`src/rtl/ptbrf_pkg.sv`:
```
`timescale 1ns / 1ps
// Shared types and constants for the packed two-bit range filter count core.
package ptbrf_pkg;

  localparam int FIELDS_PER_WORD  = 16;
  localparam int DEF_MAX_FIELDS   = 1024;
  localparam int DEF_COUNT_BITS   = 16;

  localparam int CFG_IDX_W  = 2;
  localparam int CFG_DATA_W = 11;

  localparam logic [CFG_IDX_W-1:0] CFG_NUM_FIELDS = 2'd0;
  localparam logic [CFG_IDX_W-1:0] CFG_RANGE_LOW  = 2'd1;
  localparam logic [CFG_IDX_W-1:0] CFG_RANGE_HIGH = 2'd2;

  localparam logic [10:0] NUM_FIELDS_RST = 11'd1024;
  localparam logic [2:0]  RANGE_LOW_RST  = 3'd0;
  localparam logic [2:0]  RANGE_HIGH_RST = 3'd4;

  localparam logic [1:0] CMD_CLEAR = 2'd0;
  localparam logic [1:0] CMD_ACCUM = 2'd1;
  localparam logic [1:0] CMD_READ  = 2'd2;

  typedef struct packed {
    logic [1:0]  command;
    logic [5:0]  group_index;
    logic [31:0] packed_word;
  } in_word_t;

  typedef struct packed {
    logic [9:0]  field_number;
    logic        all_in_range;
    logic [15:0] match_count;
    logic        last;
  } out_word_t;

  typedef enum logic [1:0] {
    ST_IDLE,
    ST_EXEC,
    ST_EMIT
  } state_t;

  typedef struct packed {
    logic capture;
    logic row_wr;
    logic emit_start;
    logic emit_step;
  } ctrl_cmd_t;

  typedef struct packed {
    logic [1:0] cmd;
    logic       grp_ok;
    logic       in_use;
    logic       is_last;
    logic       out_free;
  } dp_sts_t;

endpackage

```
`src/rtl/ptbrf_ctrl.sv`:
```
`timescale 1ns / 1ps
// Controller: sequences capture, row update and per-field result emission.
module ptbrf_ctrl import ptbrf_pkg::*; (
  input  logic      clk,
  input  logic      rst_n,
  input  logic      in_valid,
  output logic      in_stall,
  output ctrl_cmd_t cmd,
  input  dp_sts_t   sts
);

  state_t state_r;
  state_t state_nxt;

  always_ff @(posedge clk) begin
    if (!rst_n) begin
      state_r <= ST_IDLE;
    end else begin
      state_r <= state_nxt;
    end
  end

  always_comb begin
    state_nxt = state_r;
    unique case (state_r)
      ST_IDLE: begin
        if (in_valid) state_nxt = ST_EXEC;
      end
      ST_EXEC: begin
        if (sts.grp_ok && (sts.cmd == CMD_READ)) state_nxt = ST_EMIT;
        else state_nxt = ST_IDLE;
      end
      ST_EMIT: begin
        if (!sts.in_use) state_nxt = ST_IDLE;
        else if (sts.out_free && sts.is_last) state_nxt = ST_IDLE;
      end
      default: state_nxt = ST_IDLE;
    endcase
  end

  always_comb begin
    cmd      = '0;
    in_stall = 1'b1;
    unique case (state_r)
      ST_IDLE: begin
        in_stall    = 1'b0;
        cmd.capture = in_valid;
      end
      ST_EXEC: begin
        cmd.row_wr     = sts.grp_ok && ((sts.cmd == CMD_CLEAR) || (sts.cmd == CMD_ACCUM));
        cmd.emit_start = 1'b1;
      end
      ST_EMIT: begin
        cmd.emit_step = sts.in_use && sts.out_free;
      end
      default: ;
    endcase
  end

  a_accept_exec: assert property (@(posedge clk) disable iff (!rst_n)
    (in_valid && !in_stall) |=> (state_r == ST_EXEC))
    else $error("accepted word not executed");

  a_exec_once: assert property (@(posedge clk) disable iff (!rst_n)
    (state_r == ST_EXEC) |=> (state_r != ST_EXEC))
    else $error("execute state repeated");

  a_wr_ok: assert property (@(posedge clk) disable iff (!rst_n)
    cmd.row_wr |-> (sts.grp_ok && (sts.cmd != CMD_READ)))
    else $error("row written for bad group or read");

endmodule

```
`config.mk`:
```
export PLATFORM = sky130hd
export DESIGN_NAME = ptbrf_ctrl
export DESIGN_NICKNAME = d
export VERILOG_FILES = /design/src/rtl/ptbrf_pkg.sv /design/src/rtl/ptbrf_ctrl.sv
export SDC_FILE = /design/constraint.sdc
export NUM_CORES = 1
export LEC_CHECK = 0
export BUFFER_PORTS_ARGS = -buffer_cell sky130_fd_sc_hd__buf_2
export CAP_MARGIN = 20
export CELL_PAD_IN_SITES_DETAIL_PLACEMENT = 1
export CELL_PAD_IN_SITES_GLOBAL_PLACEMENT = 1
export CORE_AREA = 2 2 39 41
export CTS_CLUSTER_DIAMETER = 150
export DETAILED_ROUTE_END_ITERATION = 8
export DIE_AREA = 0 0 41 43
export GPL_ROUTABILITY_DRIVEN = 0
export PLACE_DENSITY_LB_ADDON = 0.25
export SYNTH_ARGS = -nofsm -noshare
export SYNTH_HDL_FRONTEND = slang
export SYNTH_SLANG_ARGS = --single-unit
```
`constraint.sdc`:
```
create_clock -name clk -period 0.8 [get_ports clk]
set_input_delay 0.04 -clock clk [delete_from_list [all_inputs] [get_ports clk]]
set_output_delay 0.04 -clock clk [all_outputs]
set_load 0.02 [all_outputs]
```
==> flow_metrics.py <==
metrics = {
    "finish": {
        "fin_nets": 44,
        "layout_common_cells": "buf_2, buf_6, clkbuf_4, buf_4",
        "antenna_cells": 0,
        "regMostFlops": "state_r",
        "finish.instance_area_um2": 284,
        "final_common_cell": "buf_2",
        "top_regs": "state_r (2)",
        "largest_reg_flops": 2,
        "fillers": 169,
        "synthToLayoutAreaGrowth_pct": 129,
        "layout-drive-gt1-share_pct": 72.7,
        "fin_cells": 49,
    },
    "pwr": {
        "peakVddDrop_uv": 422,
        "powerDensity_nw_per_um2": 1550,
        "leakage_uw": 0.000139,
    },
    "synth": {
        "yosysUniqueCellTypes": 12,
        "synthesis.nets": 24,
        "netlist_area_um2": 124,
        "yosys_warnings": 0,
        "syn_inst": 15,
        "ys_ff_latch": 2,
        "synth_seq_area_share_pct": 32.3,
        "syn_area_per_cell_um2": 8.26,
    },
    "clocking": {
        "cts_buffers": 3,
        "cts_max_path_buffers": 2,
        "tritoncts": "built",
        "root_buffer": "clkbuf_4",
        "clkLatencyLatePin_ps": 230,
        "numClockSinks": 2,
        "cts_hold_buf": 0,
        "cts_max_level": 1,
        "clkSlewWorstSetupHoldPaths_ps": 30,
    },
    "timing": {
        "setup_ws_ps": -269,
        "fin_setup_tns_ps": -1240,
        "min_period_over_period_pct": 134,
        "slew_viol_final": 0,
        "fmax_mhz": 935,
        "hold_violations": 0,
        "finalSetupViolations": 7,
        "slew-limit-headroom_pct": 93.1,
        "min_period_ps": 1070,
        "worst_clock_skew_ps": 1.25,
        "rsz0062_at_grt": "yes",
        "worstMarginPinSlew_ps": 102,
        "holdWs_ps": 58.4,
    },
    "route": {
        "vias_per_cell": 3.57,
        "first_pass_iters": 1,
        "vias": 175,
        "wire_per_inst_um": 9.31,
        "drt_iter0_markers": 0,
        "routed_wl_um": 456,
        "ant_nets": 0,
        "drc": 0,
    },
    "worst_setup_path": {
        "timing.rr.end": "state_r[0]$_SDFFE_PN0P_",
        "worstSetupPathType": "reg -> out",
        "critPathMaxFanout": 4,
        "crit_path_start": "state_r[0]$_SDFFE_PN0P_",
        "worstPathArrival_ps": 1030,
        "cp.depth": 3,
        "r2r-start": "state_r[0]$_SDFFE_PN0P_",
        "worst_setup_path_end_kind": "output port",
        "critPathMaxStageDelay_ps": 320,
        "start_kind": "flip-flop",
        "crit_family": "simple AND/OR/NAND/NOR gates",
        "worstPathCellList": "or2_4 > nor2_4 > buf_6",
        "crit_path_top_delay_cell": "dfxtp_2",
        "cp.buffers_inverters": 1,
        "r2r_setup_slack_ps": -150,
        "cp-endpoint": "cmd[3]",
        "required_ps": 760,
        "worst-r2r-cell-count": 4,
    },
    "run_status": {
        "failed_checks": "setup timing",
        "status": "complete, but fails checks",
    },
    "floorplan": {
        "dieArea_um2": 1760,
        "num_rows": 14,
        "die_h_um": 43,
        "core_area_um2": 1380,
        "start_util_pct": 8.95,
        "dieWidth_um": 41,
        "io_pins": 14,
    },
    "global_routing": {
        "first_global_vias": 188,
        "grt_max_degree": 5,
        "grt_pass1_wl_um": 738,
        "antenna_found_initial": 0,
        "grt_usage_pct": 7.61,
        "overflow": 0,
    },
    "placed_design": {
        "placed_area_um2": 218,
        "port_buffers": 13,
        "post-dp-hpwl_um": 347,
        "place_inst": 44,
    },
    "min_path": {
        "min_path_type": "in -> reg",
    },
    "flow_run": {
        "maxCapViolations": 0,
    },
}
metrics by stage:
step | power [uW] | setup WS, ps | utilization (%)
2_1_floorplan | 151 | -141 | -
3_3_place_gp | 186 | -53.3 | 15.7
3_5_place_dp | 187 | -76.3 | 15.7
4_1_cts | 435 | -270 | 18.3
5_1_grt | 467 | -312 | 20.5
6_report | 439 | -269 | 20.5
repair_timing:
| action | 4_1_cts | 5_1_grt |
|---|---|---|
| gates resized for setup | 5 | 5 |
| pin swaps | 0 | 1 |
| endpoints found under the setup margin | 7 | 7 |
| hold endpoints to repair | 0 | 0 |
| setup buffers | 0 | 2 |
cells in the mapped netlist (all sizes together):
library cell | count | area (um2)
dfxtp | 2 | 40.0
nand2 | 2 | 7.51
nand4 | 2 | 12.5
nor2 | 2 | 15.0
nor2b | 2 | 15.0
and2 | 1 | 6.26
and4b | 1 | 10.0
inv | 1 | 3.75
o21ai | 1 | 5.00
or2 | 1 | 8.76
worst min path at each step:
stage                     depth (start not counted)   start                      end  slack, ps
after floorplan                                   1  sts[5]                   cmd[2]        130
after CTS                                         2   rst_n  state_r[0]$_SDFFE_PN0P_         50
final                                             2   rst_n  state_r[0]$_SDFFE_PN0P_         60
after global routing                              2   rst_n  state_r[0]$_SDFFE_PN0P_         70
after global placement                            2   rst_n  state_r[0]$_SDFFE_PN0P_        290
after detailed placement                          2   rst_n  state_r[0]$_SDFFE_PN0P_        290
cells by family after synthesis:
logic type	synth area share, %
DFF	32.3
and+or+nand+nor	60.6
AOI/OAI and AO/OA	4.04
buffers and inverters	3.03
metal layers:
layer / vias up / track usage (%) / wire (um)
met5: - / 0 / 0
met4: 0 / 14.0 / 45
met3: 4 / 3.14 / 7
met2: 5 / 11.3 / 280
met1: 78 / 4.14 / 123
li1: 88 / - / -
final cells by class:
class	instances	area [um2]	share of cell area, %
tap	16	20.0	7.05
inverter	1	3.75	1.32
clock buffer	3	22.5	7.93
timing repair buffer	15	108	37.9
sequential	2	42.5	15.0
multi-input combinational	12	87.6	30.8
where the power goes:
part | internal, uW | switching (uW) | leakage (uW)
Combinational | 58.8 | 43.7 | 0.000108
Clock | 166 | 62.0 | 0.0000138
Sequential | 105 | 3.87 | 0.0000172
No activity file was read; power rests on OpenSTA's default activity.
